[config.mk]
export PLATFORM = sky130hd
export DESIGN_NAME = smn_ctrl
export DESIGN_NICKNAME = d
export VERILOG_FILES = /design/src/rtl/smn_pkg.sv /design/src/rtl/smn_ctrl.sv
export SDC_FILE = /design/constraint.sdc
export NUM_CORES = 1
export LEC_CHECK = 0
export BUFFER_PORTS_ARGS = -buffer_cell sky130_fd_sc_hd__buf_4
export CAP_MARGIN = 5
export CORE_AREA = 2 2 39 41
export CTS_BUF_LIST = sky130_fd_sc_hd__clkbuf_16
export DETAILED_ROUTE_END_ITERATION = 10
export DIE_AREA = 0 0 41 43
export GPL_ROUTABILITY_DRIVEN = 0
export PLACE_DENSITY = 0.52
export SYNTH_ARGS = -nofsm -noshare
export SYNTH_HDL_FRONTEND = slang
export SYNTH_SLANG_ARGS = --single-unit
export TNS_END_PERCENT = 30
[constraint.sdc]
create_clock -name i_clk -period 1.39 [get_ports i_clk]
set_input_delay 0.0695 -clock i_clk [delete_from_list [all_inputs] [get_ports i_clk]]
set_output_delay 0.0695 -clock i_clk [all_outputs]
set_load 0.02 [all_outputs]
[src/rtl/smn_pkg.sv]
// Shared constants and controller/datapath interface types for the softmax block.
package smn_pkg;

    localparam int MAX_LEN_DEF  = 64;
    localparam int LOGIT_W      = 16;
    localparam int E_W          = 16;
    localparam int SUM_W        = 22;
    localparam int POS_W        = 6;
    localparam int CNT_W        = 7;
    localparam int QBITS        = 55;
    localparam int TAYLOR_TERMS = 26;
    localparam int EXP_CUTOFF   = 2839;

    // Commands from the controller to the datapath
    typedef struct packed {
        logic load;     // take the request element
        logic idx_clr;
        logic idx_inc;
        logic x_start;  // start exponential of the element at idx
        logic x_store;  // store e and accumulate the sum
        logic d_start;  // start normalizing divide
        logic emit;     // register a result
        logic finish;   // end of vector clear
    } t_dp_cmd;

    // Status from the datapath to the controller
    typedef struct packed {
        logic exp_rdy;
        logic x_done;
        logic d_done;
        logic last_idx;
    } t_dp_sts;

endpackage

[src/rtl/smn_ctrl.sv]
// Controller: accepts elements, then sequences the exponent pass and the divide pass.
module smn_ctrl (
    input  logic             i_clk,
    input  logic             i_rst_n,
    input  logic             start,
    input  logic             i_last,
    output logic             busy,
    output smn_pkg::t_dp_cmd o_cmd,
    input  smn_pkg::t_dp_sts i_sts
);

    localparam logic [2:0] S_IDLE = 3'd0;
    localparam logic [2:0] S_XRD  = 3'd1;
    localparam logic [2:0] S_XGO  = 3'd2;
    localparam logic [2:0] S_XWT  = 3'd3;
    localparam logic [2:0] S_DRD  = 3'd4;
    localparam logic [2:0] S_DGO  = 3'd5;
    localparam logic [2:0] S_DWT  = 3'd6;

    logic [2:0] r_st, n_st;
    logic       accept;

    assign busy   = (r_st != S_IDLE) || !i_sts.exp_rdy;
    assign accept = start && !busy;

    // Next state and commands
    always_comb begin
        n_st  = r_st;
        o_cmd = '0;
        unique case (r_st)
            S_IDLE: begin
                o_cmd.load = accept;
                if (accept && i_last) begin
                    o_cmd.idx_clr = 1'b1;
                    n_st          = S_XRD;
                end
            end
            S_XRD: n_st = S_XGO;
            S_XGO: begin
                o_cmd.x_start = 1'b1;
                n_st          = S_XWT;
            end
            S_XWT: begin
                if (i_sts.x_done) begin
                    o_cmd.x_store = 1'b1;
                    if (i_sts.last_idx) begin
                        o_cmd.idx_clr = 1'b1;
                        n_st          = S_DRD;
                    end else begin
                        o_cmd.idx_inc = 1'b1;
                        n_st          = S_XRD;
                    end
                end
            end
            S_DRD: n_st = S_DGO;
            S_DGO: begin
                o_cmd.d_start = 1'b1;
                n_st          = S_DWT;
            end
            S_DWT: begin
                if (i_sts.d_done) begin
                    o_cmd.emit = 1'b1;
                    if (i_sts.last_idx) begin
                        o_cmd.finish = 1'b1;
                        n_st         = S_IDLE;
                    end else begin
                        o_cmd.idx_inc = 1'b1;
                        n_st          = S_DRD;
                    end
                end
            end
            default: n_st = S_IDLE;
        endcase
    end

    always_ff @(posedge i_clk) begin
        if (!i_rst_n) begin
            r_st <= S_IDLE;
        end else begin
            r_st <= n_st;
        end
    end

endmodule

* After elaboration in Yosys (flattened, before gate mapping) *
Cells that the tools add are included.

storage, ports and cells
  flip-flop bits (word level) = 3
  bits of input ports = 8
  output and inout port bits = 9
  word-level logic and storage cells = 38

cells by class
  equal/unequal tests = 9
  multiplexer cells = 20
  reductions and logical operators = 8

operator list
  cell                count
  $pmux 3 s7          1
  $mux 3              5
  $eq 3x3->1 const B  3
  $mux 1              9
  $eq 3x2->1 const B  2
  $mux 2              3
  $ne 2x2->1 const B  3
  $pmux 1 s2          2
  $eq 3x1->1 const B  1
  $logic_not 3->1     1
  $reduce_and 3->1    1
  $reduce_bool 3->1   1
  $logic_and 1x1->1   2
  $logic_not 1->1     2
  $logic_or 1x1->1    1

* Logic depth before layout (Yosys ltp) *
  depth in word-level cells = 7
  depth in mapped cells = 4
  gate-level depth less buffers = 3

* Least setup slack after synthesis *
OpenSTA, ideal clock, no wires.

  path kind = flip-flop to output port
  start = register r_st[0]
  end = output o_cmd[5] in the netlist's numbering
  data arrival time = 1.212 ns
  required time = 1.321 ns
  path slack = 0.108 ns
  stages on the path, launching flop included = 5
  buffers on the path = 1
  path through = dfxtp_1 -> buf_4 -> and4b_1 -> nor2_1 -> nor2_1

RTL lines
  what                    RTL line        text
  start, declared         smn_ctrl.sv:20  logic [2:0] r_st, n_st;
  start signal, assigned  smn_ctrl.sv:80  r_st <= n_st;
  end, declared           smn_ctrl.sv:8   output smn_pkg::t_dp_cmd o_cmd,

==> flow_metrics.env <==
export IMPL_num_vias=327
export IMPL_r2r_cells=4
export IMPL_cts_made_buffers=3
export IMPL_grt_usage_pct=11.74
export IMPL_placement_rows=14
export IMPL_finalCriticalPeriod_ns=1.323
export IMPL_die_area_um2=1763
export IMPL_tightestPinTransition_ns=0.2476
export IMPL_top_register="r_st"
export IMPL_final_max_slew_violation_count=0
export IMPL_final_hold_viol_count=0
export IMPL_holdBufCountCts=0
export IMPL_number_of_maximum_capacitance_constraint_violations=0
export IMPL_power_density_nw_per_um2=1445
export IMPL_cts_tree="yes"
export IMPL_timing_final_setup_violations=0
export IMPL_syn2layout_area_growth_pct=82.67
export IMPL_post_dp_hpwl_um=568.7
export IMPL_nets=63
export IMPL_htree_num_levels=1
export IMPL_timing_setup_critical_path_class="flop to output port"
export IMPL_drt_drc_violations_left=0
export IMPL_clock_sinks=3
export IMPL_cts_path_max_buffers=2
export IMPL_seqCellArea_um2=63.81
export IMPL_io_buffers=16
export IMPL_root_buffer_cell="sky130_fd_sc_hd__clkbuf_16"
export IMPL_worst_setup_path_end_kind="output port"
export IMPL_grt_pass1_wl_mm=1.324
export IMPL_crit_path_max_fanout=11
export IMPL_clkSlewWorstSetupHoldPaths_ns=0.03
export IMPL_post_drt_wl_per_cell_um=11.07
export IMPL_flip_flop_count_of_the_largest_register_all_copies_and_words_added=3
export IMPL_power_total_mw=0.7431
export IMPL_peakVddDrop_mv=1.108
export IMPL_antenna_found_initial=0
export IMPL_synth_area_mux_share_pct=0
export IMPL_slew_headroom_pct=83.50
export IMPL_maximum_number_of_pins_on_one_net_before_global_route_repair=12
export IMPL_grt_remaining_overflow=0
export IMPL_layout_cells_most_common="sky130_fd_sc_hd__buf_4"
export IMPL_async_reset_ff_share_pct=0
export IMPL_via_per_inst=4.671
export IMPL_layout_drive_gt1_share_pct=53.70
export IMPL_synth_enable_flop_cells=0
export IMPL_timing_clock_skew_ns=0.003530
export IMPL_antennaDiodeCount=0
export IMPL_synth_compound_area_share_pct=27.56
export IMPL_p_leak_nw=0.2432
export IMPL_syn_cell_area_um2=281.5
export IMPL_chip_width_um=41
export IMPL_detail_route_antenna_nets=0
export IMPL_io_pin_count=17
export IMPL_fp_dieH_um=43
export IMPL_layout_cells_most_common_list="sky130_fd_sc_hd__buf_4 (19), sky130_fd_sc_hd__nor2_1 (3), sky130_fd_sc_hd__and2_1 (3), sky130_fd_sc_hd__clkbuf_16 (3), sky130_fd_sc_hd__dfxtp_2 (3)"
export IMPL_ys_types=25
export IMPL_synth_seq_cells=3
export IMPL_yosysWarnings=0
export IMPL_finalWirelength_um=775
export IMPL_fin_setup_tns_ns=0
export IMPL_synth_adder_area_share_pct=0
export IMPL_detailedRoute_firstIterationViolations=3
export IMPL_clock_insertion_delay_at_the_later_pin_of_the_skew_report_ns=0.23
export IMPL_initial_core_util_pct=20.34
export IMPL_required_time_of_the_critical_path_ns=1.32
export IMPL_top_registers="r_st (3)"
export IMPL_timing_hold_worst_path_depth=2
export IMPL_min_path_type="input pin to flop"
export IMPL_fmax_ghz=0.7557
export IMPL_synthXorXnorAreaFrac_pct=0
export IMPL_rsz0062_at_grt="false"
export IMPL_grt_pass1_vias=291
export IMPL_timing_final_crit_share_pct=95.20
export IMPL_run_status="finished, final reports clean"
export IMPL_synth_cells=33
export IMPL_multi_input_area_um2=205.2
export IMPL_critPathArrivalTime_ns=1.25
export IMPL_main_synth_ff_type="sky130_fd_sc_hd__dfxtp_1"
export IMPL_synth_net_count=41
export IMPL_proportion_of_synthesized_chip_area_in_sequential_cells_pct=21.33
export IMPL_post_synth_cell_area_avg_um2=8.531
export IMPL_firstDrtPassIters=2
export IMPL_synth_top_family_by_area="simple AND/OR/NAND/NOR gates"
export IMPL_post_synth_and_or_nand_nor_area_fraction_pct=43.11
export IMPL_n_fill_cell=150
export IMPL_crit_path_start_kind="flop"
export IMPL_fp_coreArea_um2=1384
==> worst paths after layout <==
kind	start	endpoint	slack, ns
worst max register to register	r_st[1]	r_st[2]	0.30
worst max-delay path	r_st[1]	o_cmd[6]	0.07
worst min register to register	r_st[0]	r_st[2]	0.66
worst min-delay path	i_rst_n	r_st[0]	0.09
==> final cells by class <==
cell class	instances	share of cell area (%)
multi-input cells	27	39.90
flip-flops and latches	3	12.41
clock inverters	1	0.7299
clock buffers	3	14.60
well taps	16	3.893
repair buffers	19	27.74
inverters	1	0.7299
==> power breakdown <==
group          internal, mW  switching (mW)  leakage, nW
logic                0.0978          0.0717        0.175
registers            0.0990          0.0254       0.0258
clock network         0.371          0.0784       0.0423
total                 0.568           0.176        0.243
==> cell usage after synthesis (all sizes together), types with 2 or more instances <==
cell | count | share of area [%]
and2 | 3 | 6.7
and4b | 2 | 7.1
buf | 2 | 6.7
dfxtp | 3 | 21
nor2 | 3 | 4.0
o21ai | 3 | 5.3
==> repair_timing <==
item | 4_1_cts | 5_1_grt
pin swaps | 1 | 1
buffers inserted | 0 | 2
resized for setup | 4 | 0
endpoints found under the setup margin | 1 | 1
hold endpoints to repair | 0 | 0
==> cells by family (layout without fill, tap and decap cells) <==
kind of cell / count (synthesis) / in the layout
AND/OR/NAND/NOR: 17 / 17
buffers and inverters: 3 / 24
AO/OA/AOI/OAI: 10 / 10
flip-flops: 3 / 3
==> metal layers <==
metal  GRT usage [%]  vias up  share of wire (%)
met4           6.000        0                1.2
met1           14.42      150                 44
li1                -      168                  -
met5               0        -                  0
met2           15.00        7                 49
met3           7.853        2                5.9
==> through the flow <==
| stage | hold WS, ns | cells | area, µm² | setup slack, ns | util (%) |
|---|---|---|---|---|---|
| 6_report | 0.08985 | 70 | 514.2 | 0.06666 | 37.16 |
| 5_1_grt | 0.09936 | 70 | 514.2 | 0.004111 | 37.16 |
| 4_1_cts | 0.08492 | 68 | 499.2 | 0.02710 | 36.08 |
| 3_5_place_dp | 0.3131 | 64 | 410.4 | 0.1832 | 29.66 |
| 3_3_place_gp | 0.3130 | 64 | 410.4 | 0.1931 | 29.66 |
| 2_1_floorplan | 0.1873 | 33 | 281.5 | 0.1081 | - |
==> worst max-delay path, cell delays in order (launching register included) <==
cell and delay [ns]:
sky130_fd_sc_hd__dfxtp_2 0.43, sky130_fd_sc_hd__nor3_4 0.06, sky130_fd_sc_hd__and3_2 0.22, sky130_fd_sc_hd__a22o_1 0.17
sky130_fd_sc_hd__buf_4 0.15
Power figures use the tool's default switching activity.
